### src/design/lbvs_pkg.sv
// ----------------------------------------------------------------------------
// lbvs_pkg
// shared types and constants of the four-influence skinning block
// ----------------------------------------------------------------------------
package lbvs_pkg;

  localparam int unsigned JOINT_SLOTS = 32;
  localparam int unsigned ELEMS       = 12;
  localparam int unsigned PAL_DEPTH   = JOINT_SLOTS * ELEMS;
  localparam int unsigned PAL_AW      = $clog2(PAL_DEPTH);
  localparam int unsigned JW          = $clog2(JOINT_SLOTS);
  localparam int unsigned LIM_W       = $clog2(JOINT_SLOTS + 1) + 1;
  localparam int unsigned FIFO_DEPTH  = 4;
  localparam int unsigned FIFO_AW     = $clog2(FIFO_DEPTH);
  localparam int unsigned TOT_W       = 10;
  localparam int unsigned ACC_W       = 42;
  localparam int unsigned SUM_W       = 60;
  localparam int unsigned NRM_W       = 52;
  localparam int unsigned SQ_W        = 104;
  localparam int unsigned MUL_W       = 120;

  localparam logic [0:0] REG_JOINT_COUNT = 1'b0;
  localparam logic [0:0] REG_NORMALS     = 1'b1;
  localparam logic       CMD_WRITE       = 1'b0;
  localparam logic       CMD_VERTEX      = 1'b1;

  typedef enum logic [1:0] {
    ERR_NONE,
    ERR_JOINT,
    ERR_WEIGHT,
    ERR_RANGE
  } err_e;

  typedef enum logic [3:0] {
    ST_IDLE,
    ST_ACC,
    ST_DRAIN,
    ST_POS,
    ST_RCHK,
    ST_DIV,
    ST_NORM,
    ST_NZ,
    ST_SQ_LD,
    ST_SQ_RUN,
    ST_SR_LD,
    ST_SR_RUN,
    ST_DONE
  } state_e;

  typedef struct packed {
    logic               cmd;
    logic [4:0]         write_joint;
    logic [3:0]         write_element;
    logic signed [31:0] write_value;
    logic signed [15:0] bind_x;
    logic signed [15:0] bind_y;
    logic signed [15:0] bind_z;
    logic [31:0]        joint_indices;
    logic [31:0]        weights;
    logic [23:0]        normal_in;
  } in_word_t;

  typedef struct packed {
    logic signed [15:0] pos_x;
    logic signed [15:0] pos_y;
    logic signed [15:0] pos_z;
    logic signed [7:0]  norm_x;
    logic signed [7:0]  norm_y;
    logic signed [7:0]  norm_z;
    logic               normal_valid;
    err_e               error_code;
  } out_word_t;

  typedef struct packed {
    in_word_t         word;
    err_e             err;
    logic [TOT_W-1:0] total;
  } job_t;

endpackage

### src/design/lbvs_fifo.sv
// ----------------------------------------------------------------------------
// lbvs_fifo
// short job queue between the front and the back end
// ----------------------------------------------------------------------------
module lbvs_fifo import lbvs_pkg::*; (
  input  logic clk_i,
  input  logic rst_ni,
  input  logic push_valid_i,
  output logic push_ready_o,
  input  job_t push_data_i,
  output logic pop_valid_o,
  input  logic pop_i,
  output job_t pop_data_o
);

  job_t               mem_q [FIFO_DEPTH];
  logic [FIFO_AW-1:0] wptr_q, rptr_q;
  logic [FIFO_AW:0]   cnt_q;
  logic               push, pop;

  assign push_ready_o = (cnt_q != (FIFO_AW + 1)'(FIFO_DEPTH));
  assign pop_valid_o  = (cnt_q != '0);
  assign push         = push_valid_i && push_ready_o;
  assign pop          = pop_i && pop_valid_o;
  assign pop_data_o   = mem_q[rptr_q];

  always_ff @(posedge clk_i or negedge rst_ni) begin
    if (!rst_ni) begin
      wptr_q <= '0;
      rptr_q <= '0;
      cnt_q  <= '0;
    end else begin
      if (push) wptr_q <= wptr_q + 1'b1;
      if (pop)  rptr_q <= rptr_q + 1'b1;
      if (push && !pop) begin
        cnt_q <= cnt_q + 1'b1;
      end else if (pop && !push) begin
        cnt_q <= cnt_q - 1'b1;
      end
    end
  end

  always_ff @(posedge clk_i) begin
    if (push) mem_q[wptr_q] <= push_data_i;
  end

endmodule

### config.mk
export PLATFORM = sky130hd
export DESIGN_NAME = lbvs_fifo
export DESIGN_NICKNAME = d
export VERILOG_FILES = /design/src/design/lbvs_pkg.sv /design/src/design/lbvs_fifo.sv
export SDC_FILE = /design/constraint.sdc
export NUM_CORES = 1
export LEC_CHECK = 0
export BUFFER_PORTS_ARGS = -buffer_cell sky130_fd_sc_hd__buf_4
export CORE_ASPECT_RATIO = 0.9
export CORE_MARGIN = 2
export CORE_UTILIZATION = 57
export CTS_CLUSTER_SIZE = 40
export DETAILED_ROUTE_END_ITERATION = 8
export PLACE_DENSITY = 0.79
export SYNTH_ARGS = -nofsm -noshare
export SYNTH_HDL_FRONTEND = slang
export SYNTH_SLANG_ARGS = --single-unit
### constraint.sdc
create_clock -name clk_i -period 8 [get_ports clk_i]
set_input_delay 0.4 -clock clk_i [delete_from_list [all_inputs] [get_ports clk_i]]
set_output_delay 0.4 -clock clk_i [all_outputs]
set_load 0.05 [all_outputs]
==> metrics.yaml <==
yosys:
  syn_inst: 1028
  ys_seq_area_share_pct: 82.1
  synth_seq_cells: 767
  synth.top_cell.area_share_pct: 81.4
  synth_fp_nets: 1228
  syn_area_per_cell_sq_um: 27.3
  netlist_top_cells_area: "edfxtp_1, mux4_2, buf_12"
  synth_top_cell_by_area: "edfxtp_1"
  yosys.cell_types.count: 21
  netlist_area_sq_um: 28000
  yosys_warnings: 0
global_routing:
  antenna_found_initial: 7
  grt_pass1_vias: 14600
  grt_max_degree: 101
  grt_pass1_wl_um: 91800
  globalRouteOverflowTotal: 0
  grtUsageTotal_pct: 24.4
timing:
  layout_min_cycle_time_ns: 4.03
  holdWs_ns: 0.135
  rsz0062_at_grt: "false"
  hold_viol: 0
  totalNegativeSetupSlack_ns: 0
  skew_ns: 0.0415
  max_freq_mhz: 248
  finalCritPeriodShare_pct: 50.4
  slew_headroom_pct: 28.7
  maxSlewViolCount: 0
  worst_pin_slew_ns: 1.07
  setup_viol: 0
route:
  routedWlPerCell_um: 26.7
  drtIter0Drc: 1118
  wl_met3_um: 5500
  vias_per_cell: 5.77
  highest_layer: "met5"
  wl_met1_um: 23300
  final_antenna_net_count: 0
  totalWireLength_um: 62900
  num_vias: 13600
  wl_met2_um: 32600
  drtPass1Iterations: 5
  drc_errors: 0
floorplan:
  die_h_um: 214
  ioPinCount: 386
  rows: 77
  dieWidth_um: 238
  initial_utilization_pct: 57.4
  coreArea_sq_um: 48800
  dieArea_sq_um: 51000
clock_network:
  cts_root_buf: "clkbuf_16"
  clock_latency_ns: 0.62
  path_clk_slew_ns: 0.05
  cts-htree-levels: 3
  cts_buffer_depth: 3
  clock_sink_count: 767
  cts_tree: "yes"
  post_cts_buffers: 0
  cts_buffers: 77
run:
  max_cap_violations: 0
place:
  gp_congestion: 0.781
  dp_cells: 2018
  hpwl_um: 31900
  port_buffers: 385
setup_path:
  cpMostUsedCell: "buf_4"
  crit_path_start_kind: "flop"
  cp-end-kind: "primary output"
  rrSetupSlack_ns: 4.72
  worstPathArrival_ns: 3.63
  crit_chain: "buf_4, buf_4, mux4_2, buf_4"
  worstPathMaxFanout: 36
  path_class: "reg -> out"
  cp_data_required_time_ns: 7.60
  cpPeakStageDelay_ns: 0.90
  slowest_stage: "dfrtp_4"
power_and_ir_drop:
  power_frac_seq_pct: 37.2
  power.leakage_nw: 12.3
  clockPowerShare_pct: 23.2
  switchingPower_mw: 5.82
  combPwrFrac_pct: 39.5
  power.density_nw_per_um2: 425
  irDropWorstVdd_mv: 0.366
  p_sw_share_pct: 38.3
  internal_power_mw: 9.37
cells_and_area:
  area_delta_synth_final_pct: 27.5
  final_layout_size_suffix_gt1_share_pct: 41.0
  stdcell_count: 2356
  fin_nets: 1856
  final_cell_mix: "edfxtp_1, buf_4, dlygate4sd3_1"
  layout_commonest_cell: "edfxtp_1"
worst_hold_path:
  hold_class: "in -> reg"
run_status:
  status: "complete, no violations"
## stage by stage
stage	utilization, %	cell area, sq um	worst slack, ns	total power [mW]
global placement	64.2	31300	4.50	11.5
detailed placement	64.2	31300	4.52	11.6
finish	73.1	35700	3.97	15.2
CTS	73.1	35700	3.83	15.2
floorplan	-	28000	2.32	10.2
global route	73.1	35700	3.62	15.7
## final timing paths
| kind | startpoint | to | depth (start not counted) |
|---|---|---|---|
| setup / recovery | rptr_q[0] | pop_data_o[71] | 4 |
| hold / removal | pop_i | rptr_q[1] | 3 |
| setup reg to reg | cnt_q[0] | mem_q[1][177] | 5 |
| hold reg to reg | cnt_q[2] | cnt_q[2] | 1 |
| max in group asynchronous | rst_ni | rptr_q[1] | 2 |
| min in group asynchronous | rst_ni | rptr_q[0] | 2 |
## cell families (layout without fill, tap and decap cells)
| group | Yosys count | count (layout) | share of synthesized area (%) |
|---|---|---|---|
| multiplexers | 192 | 192 | 15.3 |
| other | 0 | 8 | 0 |
| AO/OA/AOI/OAI | 1 | 1 | 0.0402 |
| XOR/XNOR | 6 | 6 | 0.188 |
| flip-flops | 767 | 767 | 82.1 |
| AND/OR/NAND/NOR | 10 | 10 | 0.183 |
| buffers and inverters | 46 | 734 | 1.88 |
| adder cells (fa/ha/maj) | 6 | 6 | 0.295 |
## power by group through the flow
stage | Combinational (mW) | Clock (mW) | Sequential (mW)
floorplan | 4.53 | 0 | 5.66
global placement | 5.89 | 0 | 5.65
detailed placement | 5.91 | 0 | 5.70
CTS | 6.02 | 3.55 | 5.64
global route | 6.24 | 3.73 | 5.72
finish | 6.01 | 3.53 | 5.65
## final cells by class
class	instances	area [sq um]
multi-input combinational	215	4510
timing repair buffer	592	4930
antenna	8	20.0
fill	2550	13100
clock inverter	47	422
clock buffer	92	2030
tap	632	791
sequential	767	23000
inverter	3	11.3
## worst max-delay path: cells and delay by family, from the launching register on
kind                   cells  cell delay [ns]
multiplexers               1             0.62
flip-flops                 1             0.90
buffers and inverters      3             1.46
## cell usage after synthesis
master / number
dfrtp_1: 7
inv_1: 3
buf_8: 1
nor2_1: 2
or3_1: 1
buf_4: 1
and2_1: 4
a21boi_2: 1
buf_6: 1
edfxtp_1: 760
mux2_2: 2
buf_2: 19
mux4_2: 190
clkbuf_1: 2
buf_12: 19
fa_1: 1
nand3_1: 1
xnor2_1: 4
xor2_1: 2
ha_1: 5
nand2_1: 2
## what timing repair did
| item | 4_1_cts | 5_1_grt |
|---|---|---|
| hold endpoints to repair | 767 | 0 |
| gates resized for setup | 0 | 0 |
| hold buffers | 191 | 0 |
## sequential cells by signal (all words and copies together), names as in the netlist
| register | cells |
|---|---|
| mem_q | 760 |
| rptr_q | 2 |
| wptr_q | 2 |
| cnt_q | 3 |
## layer usage
metal | track usage, % | vias to the layer above
li1 | - | 5738
met1 | 31.3 | 7122
met2 | 40.4 | 630
met3 | 7.60 | 97
met4 | 7.15 | 2
met5 | 1.04 | -
Note: power is estimated with default switching activity, not from simulation.
