`src/design/lbvs_pkg.sv`:
```
// ----------------------------------------------------------------------------
// lbvs_pkg
// shared types and constants of the four-influence skinning block
// ----------------------------------------------------------------------------
package lbvs_pkg;

  localparam int unsigned JOINT_SLOTS = 32;
  localparam int unsigned ELEMS       = 12;
  localparam int unsigned PAL_DEPTH   = JOINT_SLOTS * ELEMS;
  localparam int unsigned PAL_AW      = $clog2(PAL_DEPTH);
  localparam int unsigned JW          = $clog2(JOINT_SLOTS);
  localparam int unsigned LIM_W       = $clog2(JOINT_SLOTS + 1) + 1;
  localparam int unsigned FIFO_DEPTH  = 4;
  localparam int unsigned FIFO_AW     = $clog2(FIFO_DEPTH);
  localparam int unsigned TOT_W       = 10;
  localparam int unsigned ACC_W       = 42;
  localparam int unsigned SUM_W       = 60;
  localparam int unsigned NRM_W       = 52;
  localparam int unsigned SQ_W        = 104;
  localparam int unsigned MUL_W       = 120;

  localparam logic [0:0] REG_JOINT_COUNT = 1'b0;
  localparam logic [0:0] REG_NORMALS     = 1'b1;
  localparam logic       CMD_WRITE       = 1'b0;
  localparam logic       CMD_VERTEX      = 1'b1;

  typedef enum logic [1:0] {
    ERR_NONE,
    ERR_JOINT,
    ERR_WEIGHT,
    ERR_RANGE
  } err_e;

  typedef enum logic [3:0] {
    ST_IDLE,
    ST_ACC,
    ST_DRAIN,
    ST_POS,
    ST_RCHK,
    ST_DIV,
    ST_NORM,
    ST_NZ,
    ST_SQ_LD,
    ST_SQ_RUN,
    ST_SR_LD,
    ST_SR_RUN,
    ST_DONE
  } state_e;

  typedef struct packed {
    logic               cmd;
    logic [4:0]         write_joint;
    logic [3:0]         write_element;
    logic signed [31:0] write_value;
    logic signed [15:0] bind_x;
    logic signed [15:0] bind_y;
    logic signed [15:0] bind_z;
    logic [31:0]        joint_indices;
    logic [31:0]        weights;
    logic [23:0]        normal_in;
  } in_word_t;

  typedef struct packed {
    logic signed [15:0] pos_x;
    logic signed [15:0] pos_y;
    logic signed [15:0] pos_z;
    logic signed [7:0]  norm_x;
    logic signed [7:0]  norm_y;
    logic signed [7:0]  norm_z;
    logic               normal_valid;
    err_e               error_code;
  } out_word_t;

  typedef struct packed {
    in_word_t         word;
    err_e             err;
    logic [TOT_W-1:0] total;
  } job_t;

endpackage

```
`src/design/lbvs_front.sv`:
```
// ----------------------------------------------------------------------------
// lbvs_front
// config registers, joint range check and weight total of incoming words
// ----------------------------------------------------------------------------
module lbvs_front import lbvs_pkg::*; (
  input  logic       clk_i,
  input  logic       rst_ni,
  input  logic       in_valid_i,
  output logic       in_ready_o,
  input  in_word_t   in_word_i,
  input  logic       cfg_we_i,
  input  logic [0:0] cfg_index_i,
  input  logic [5:0] cfg_data_i,
  output logic       job_valid_o,
  input  logic       job_ready_i,
  output job_t       job_o,
  output logic       normals_en_o
);

  logic [5:0] joint_count_q;
  logic       normals_q;

  always_ff @(posedge clk_i or negedge rst_ni) begin
    if (!rst_ni) begin
      joint_count_q <= 6'd32;
      normals_q     <= 1'b1;
    end else if (cfg_we_i) begin
      unique case (cfg_index_i)
        REG_JOINT_COUNT: joint_count_q <= cfg_data_i;
        REG_NORMALS:     normals_q     <= cfg_data_i[0];
        default: ;
      endcase
    end
  end

  always_comb begin
    logic [LIM_W-1:0] lim;
    logic [TOT_W-1:0] total;
    logic             bad;
    logic [7:0]       w;
    logic [7:0]       jj;
    lim   = (LIM_W'(joint_count_q) > LIM_W'(JOINT_SLOTS)) ? LIM_W'(JOINT_SLOTS)
                                                          : LIM_W'(joint_count_q);
    total = '0;
    bad   = 1'b0;
    for (int s = 0; s < 4; s++) begin
      w  = in_word_i.weights[8*s +: 8];
      jj = in_word_i.joint_indices[8*s +: 8];
      if (w != 8'd0 && !bad) begin
        if ((LIM_W + 8)'(jj) >= (LIM_W + 8)'(lim)) begin
          bad = 1'b1;
        end else begin
          total = total + TOT_W'(w);
        end
      end
    end
    job_o.word  = in_word_i;
    job_o.total = total;
    if (bad) begin
      job_o.err = ERR_JOINT;
    end else if (total == '0) begin
      job_o.err = ERR_WEIGHT;
    end else begin
      job_o.err = ERR_NONE;
    end
  end

  assign job_valid_o  = in_valid_i;
  assign in_ready_o   = job_ready_i;
  assign normals_en_o = normals_q;

endmodule

```
`config.mk`:
```
export PLATFORM = sky130hd
export DESIGN_NAME = lbvs_front
export DESIGN_NICKNAME = d
export VERILOG_FILES = /design/src/design/lbvs_pkg.sv /design/src/design/lbvs_front.sv
export SDC_FILE = /design/constraint.sdc
export NUM_CORES = 1
export LEC_CHECK = 0
export BUFFER_PORTS_ARGS = -buffer_cell sky130_fd_sc_hd__buf_2
export CAP_MARGIN = 30
export CORE_AREA = 2 2 151 153
export CTS_CLUSTER_SIZE = 20
export DETAILED_ROUTE_END_ITERATION = 6
export DIE_AREA = 0 0 153 155
export PLACE_DENSITY = 0.45
export SETUP_SLACK_MARGIN = 0.3
export SLEW_MARGIN = 5
export SYNTH_ARGS = -nofsm -noshare
export SYNTH_HDL_FRONTEND = slang
export SYNTH_SLANG_ARGS = --single-unit
```
`constraint.sdc`:
```
create_clock -name clk_i -period 9.72 [get_ports clk_i]
set_clock_uncertainty 0.05 [all_clocks]
set_input_delay 2.43 -clock clk_i [delete_from_list [all_inputs] [get_ports clk_i]]
set_output_delay 2.43 -clock clk_i [all_outputs]
set_load 0.01 [all_outputs]
```
==> flow_summary.ini, run 1 <==
[cts]
htreeDepth = 1
cts_tree = yes
cts_buffers = 3
cts_sinks = 7
worstSkewPairLatency_ns = 0.23
clockBufferDepth = 2
cts-root-buf = clkbuf_16
holdBufCountCts = 0
clkTransAtPathRegs_ns = 0.03

[cells_and_area]
stdcell_area_sq_um = 4770
area_growth_pct = 23.8
multiInputGateArea_sq_um = 2620
layout_commonest_cell = buf_2
finalNetCount = 790
fillers = 2461
most-common-layout-cells = 145 x buf_2, 81 x buf_4, 35 x ha_1, 27 x nand2_1, 14 x nor2_1
antenna_cells = 0
seq_area_sq_um = 178
drive_above_1_share_pct = 59.3

[grt]
gr-total-overflow = 0
grt_pass1_vias = 3251
track_usage_pct = 9.51
grt_antenna_before_repair = 0
grt_pass1_wl_um = 18000
grt_max_degree = 13

[hold_path]
min_from = joint_count_q[0]$_DFFE_PN0P_
hold_path_class = reg2reg

[timing]
clock.fmax_ghz = 0.0955
period_share_pct = 108
fin_ws_ns = -0.755
rsz0062_at_grt = yes
finalHoldViolations = 0
setup_viol = 5
max_slew_margin_pct = 52.8
finalCriticalPeriod_ns = 10.48
worst_pin_slew_ns = 0.702
drv_slew = 0

[logic_synthesis]
synth_edf_count = 0
syn_area_sq_um = 3850
async_flop_share_pct = 100
synth-seq-cells = 7
yosysUniqueCellTypes = 62
postSynthCellCount = 489
yosysSeqAreaShare_pct = 4.61
synth_area_per_cell_sq_um = 7.88
yosysTopAreaCell = buf_4
yosysTopAreaCellShare_pct = 35.1
synth.area.top_cells = buf_4 35%, ha_1 16%, mux2_2 4.4%
synthFlopType = dfrtp_1
syn_nets = 730
yosys_warnings = 0

[route]
final_antenna_net_count = 0
avgRoutedWirePerCell_um = 14.8
drt_iter0_drc = 69
drt_wl_total_um = 12300
drt_pass1_iterations = 4
via_per_inst = 4.04
drc = 0
vias = 3362

[floorplan]
coreArea_sq_um = 22200
die-area_sq_um = 23700
io_pins = 383
placementRows = 55
die_y_um = 155
start_util_pct = 17.3
die_x_um = 153

[setup_path]
critical_path.most_common_cell = ha_4
crit_fanout = 5
reg2reg_setup_slack_ns = 8.63
path_delay_family = compound AO/OA/AOI/OAI gates
crit_start = in_word_i[60]
cp_slowest_cell = or4b_4
worstSetupPathType = in2out
endpoint_kind = output port
crit_buf_inv = 3
crit_path_max_incr_delay_ns = 0.50
worstPathRequired_ns = 7.24
worstPathArrival_ns = 8.00
r2r_start = joint_count_q[5]$_DFFE_PN1P_
startpoint_type = input port

[power_and_ir_drop]
p_leak_nw = 2.29
peakVddDrop_mv = 0.0535
power_mw = 0.341
p_per_area_nw_per_um2 = 71.4

[job]
cap_violations = 0

[status]
violations = negative setup slack
status = finished, violations left

[placed_design]
hpwl_um = 10600
portBuffers = 150
place_area_sq_um = 4230
gp_congestion = 0.790
registers in the layout, summed over array words and instances (netlist names):
name	flops
normals_en_o	1
joint_count_q	6
layout make-up:
class | instances | share of cell area [%]
multi-input combinational | 284 | 54.9
timing repair buffer | 239 | 31.1
tap | 285 | 7.48
sequential | 7 | 3.73
clock buffer | 4 | 1.65
inverter | 14 | 1.10
power breakdown:
group	switching (mW)	total, mW	internal [mW]
registers	0.00181	0.0362	0.0344
clock network	0.0152	0.0697	0.0545
logic	0.117	0.235	0.118
total	0.134	0.341	0.207
layer usage:
metal | global-route usage, % | share of wire, %
met1 | 12.5 | 45
met2 | 15.4 | 46
met3 | 2.76 | 7.7
met4 | 2.12 | 1.6
met5 | 0 | 0
cell families (layout without fill, tap and decap cells):
group                      Yosys count  after routing  synth area share (%)
DFF                                  7              7                  4.61
adders and majority gates           51             51                  17.1
xor gates and xnor gates            14             14                  3.18
buffers and inverters              198            257                  37.1
AOI/OAI and AO/OA                   91             91                  17.7
muxes                               17             17                  5.03
and+or+nand+nor                    111            111                  15.2
Yosys cell counts (3+ instances only):
cell type / instances
inv_1: 14
and2_1: 9
o21a_1: 3
a21o_1: 11
a22o_1: 5
nand3_1: 7
xor2_1: 5
a211oi_1: 5
a21boi_0: 3
o21ai_0: 18
buf_4: 180
or2_2: 3
nand2b_1: 10
ha_1: 48
nand3b_1: 4
fa_1: 3
nor3_1: 7
nand2_1: 30
nor2b_1: 4
xnor2_1: 9
mux2_2: 15
nor4_1: 8
a31oi_1: 7
a21oi_1: 13
dfrtp_1: 5
or3_1: 3
nor2_1: 16
stage by stage:
stage | util (%) | worst slack (ns) | cells | hold slack [ns] | setup TNS, ns
2_1_floorplan | - | -0.197 | 489 | 0.423 | -0.197
3_5_place_dp | 19.0 | -0.759 | 811 | 0.445 | -2.00
6_report | 21.5 | -0.755 | 833 | 0.449 | -1.74
4_1_cts | 20.6 | -0.656 | 826 | 0.454 | -1.31
3_3_place_gp | 19.0 | -0.751 | 811 | 0.439 | -2.10
5_1_grt | 21.5 | -1.03 | 833 | 0.462 | -3.36
repair_timing:
item | CTS | global route
pin swaps | 22 | 28
buffers inserted | 11 | 7
gates cloned | 0 | 0
endpoints found under the setup margin | 7 | 8
resized for setup | 37 | 33
worst paths after layout:
path	depth (start not counted)	endpoint
max in group asynchronous	1	normals_en_o$_DFFE_PN1P_
worst min-delay path	1	joint_count_q[0]$_DFFE_PN0P_
min in group asynchronous	1	joint_count_q[2]$_DFFE_PN0P_
worst max-delay path	29	job_o[11]
worst max register to register	2	joint_count_q[5]$_DFFE_PN1P_
worst min register to register	1	joint_count_q[0]$_DFFE_PN0P_
Power figures use the tool's default switching activity.
==> run 2, diff against run 1 <==
--- a/config.mk
+++ b/config.mk
@@ -7,10 +7,10 @@
 export LEC_CHECK = 0
 export BUFFER_PORTS_ARGS = -buffer_cell sky130_fd_sc_hd__buf_2
 export CAP_MARGIN = 30
-export CORE_AREA = 2 2 151 153
+export CORE_AREA = 2 2 147 149
 export CTS_CLUSTER_SIZE = 20
 export DETAILED_ROUTE_END_ITERATION = 6
-export DIE_AREA = 0 0 153 155
+export DIE_AREA = 0 0 149 151
 export PLACE_DENSITY = 0.45
 export SETUP_SLACK_MARGIN = 0.3
 export SLEW_MARGIN = 5
==> constraint.sdc (replaced) <==
create_clock -name clk_i -period 10.1 [get_ports clk_i]
set_clock_uncertainty 0.05 [all_clocks]
set_input_delay 2.525 -clock clk_i [delete_from_list [all_inputs] [get_ports clk_i]]
set_output_delay 2.525 -clock clk_i [all_outputs]
set_load 0.01 [all_outputs]
==> flow_summary.ini, run 2 (synthesis results as in run 1) <==
[status]
status = finished, violations left
violations = negative setup slack

[timing]
drv_slew = 0
period_share_pct = 105
clock.fmax_ghz = 0.0947
worst_pin_slew_ns = 0.722
finalHoldViolations = 0
fin_ws_ns = -0.465
setup_viol = 3
tns_ns = -0.784
finalCriticalPeriod_ns = 10.56
max_slew_margin_pct = 51.4
rsz0062_at_grt = yes

[route]
drc = 0
drt_pass1_iterations = 4
drt_iter0_drc = 72
drt_wl_total_um = 11500
via_per_inst = 4.07
final_antenna_net_count = 0
vias = 3303
avgRoutedWirePerCell_um = 14.2

[cells_and_area]
layout_commonest_cell = buf_2
finalNetCount = 778
drive_above_1_share_pct = 56.9
final_cells = 811
antenna_cells = 0
area_growth_pct = 20.6
fillers = 2309
top_register = joint_count_q
most-common-layout-cells = 145 x buf_2, 64 x buf_4, 39 x ha_1, 26 x nand2_1, 17 x buf_6
largest_register_ff_count = 6

[setup_path]
worstPathArrival_ns = 7.99
crit_fanout = 5
startpoint_type = input port
endpoint_kind = output port
worstPathRequired_ns = 7.53
worstSetupPathType = in2out

[grt]
grt_antenna_before_repair = 0
grt_max_degree = 13
grt_pass1_vias = 3183
gr-total-overflow = 0
track_usage_pct = 9.72
grt_pass1_wl_um = 17100

[floorplan]
io_pins = 383
die-area_sq_um = 22500
placementRows = 53
coreArea_sq_um = 20800
die_y_um = 151
die_x_um = 149
start_util_pct = 18.5

[cts]
cts_buffers = 3
holdBufCountCts = 0
cts_sinks = 7
worstSkewPairLatency_ns = 0.23
clockBufferDepth = 2
clkTransAtPathRegs_ns = 0.03
htreeDepth = 1
cts-root-buf = clkbuf_16
cts_tree = yes

[placed_design]
dpl.cell_count = 786
portBuffers = 150
gp_congestion = 0.793
hpwl_um = 10000

[power_and_ir_drop]
peakVddDrop_mv = 0.0441
p_per_area_nw_per_um2 = 69.5
p_leak_nw = 2.24

[hold_path]
hold_path_class = reg2reg

[job]
cap_violations = 0
## run 2: layer usage
| layer | global-route usage (%) | wire (um) | vias up | part of all wire (%) |
|---|---|---|---|---|
| li1 | - | - | 1642 | - |
| met1 | 13.1 | 5430 | 1483 | 47 |
| met2 | 15.6 | 5040 | 132 | 44 |
| met3 | 1.54 | 670 | 46 | 5.8 |
| met4 | 3.52 | 352 | 0 | 3.1 |
| met5 | 0 | 0 | - | 0 |
## run 2: repair_timing
action / in CTS / in global routing
gates resized for setup: 29 / 35
setup buffers: 14 / 7
setup endpoints to repair: 6 / 7
pin swaps: 10 / 17
## run 2: final cells by class
| cell class | instances | area (sq um) | area share (%) |
|---|---|---|---|
| multi-input combinational | 284 | 2580 | 55.5 |
| inverter | 14 | 52.6 | 1.13 |
| tap | 275 | 344 | 7.41 |
| timing repair buffer | 227 | 1410 | 30.4 |
| sequential | 7 | 178 | 3.83 |
| clock buffer | 4 | 78.8 | 1.70 |
## run 2: worst paths after layout
path                       cells after the start  slack, ns                         start                      endpoint
setup / recovery                              28      -0.46                 in_word_i[60]                     job_o[11]
hold / removal                                 1       0.45  joint_count_q[0]$_DFFE_PN0P_  joint_count_q[0]$_DFFE_PN0P_
setup reg to reg                               2       9.03  joint_count_q[5]$_DFFE_PN1P_  joint_count_q[5]$_DFFE_PN1P_
hold reg to reg                                1       0.45  joint_count_q[0]$_DFFE_PN0P_  joint_count_q[0]$_DFFE_PN0P_
max in group asynchronous                      1       7.70                        rst_ni  joint_count_q[5]$_DFFE_PN1P_
min in group asynchronous                      1       2.07                        rst_ni  joint_count_q[4]$_DFFE_PN0P_
## run 2: worst max-delay path, cell delays in order
cell and delay, ns:
buf_8 0.10, ha_4 0.23, a21o_1 0.18, a2111oi_4 0.34, o21a_1 0.20, and2_4 0.15, ha_4 0.13, inv_2 0.04
fa_2 0.38, nand2b_4 0.19, a21oi_4 0.17, nor2_2 0.06, a22o_1 0.21, ha_4 0.25, nand3_2 0.07, o211ai_1 0.13
or3_1 0.34, a31oi_1 0.20, a31oi_2 0.08, ha_1 0.33, o21a_1 0.17, o31ai_4 0.10, a21boi_4 0.16, nor4b_2 0.22
o21bai_1 0.14, or4b_4 0.49, nor4_4 0.24, buf_2 0.16
## run 2: metrics by stage
step / utilization [%] / total power, mW / setup slack [ns] / hold slack (ns) / cell area (sq um)
floorplan: - / 0.209 / -0.00672 / 0.423 / 3970
global placement: 19.7 / 0.231 / -0.560 / 0.437 / 4100
detailed placement: 19.7 / 0.232 / -0.550 / 0.446 / 4100
CTS: 21.2 / 0.314 / -0.473 / 0.454 / 4420
global route: 22.3 / 0.353 / -0.737 / 0.460 / 4640
finish: 22.3 / 0.323 / -0.465 / 0.450 / 4640
## run 2: power breakdown
group | switching, mW | leakage, nW | internal [mW] | total (mW)
logic | 0.109 | 2.12 | 0.111 | 0.221
registers | 0.00203 | 0.0797 | 0.0331 | 0.0351
clock network | 0.0145 | 0.0382 | 0.0525 | 0.0669
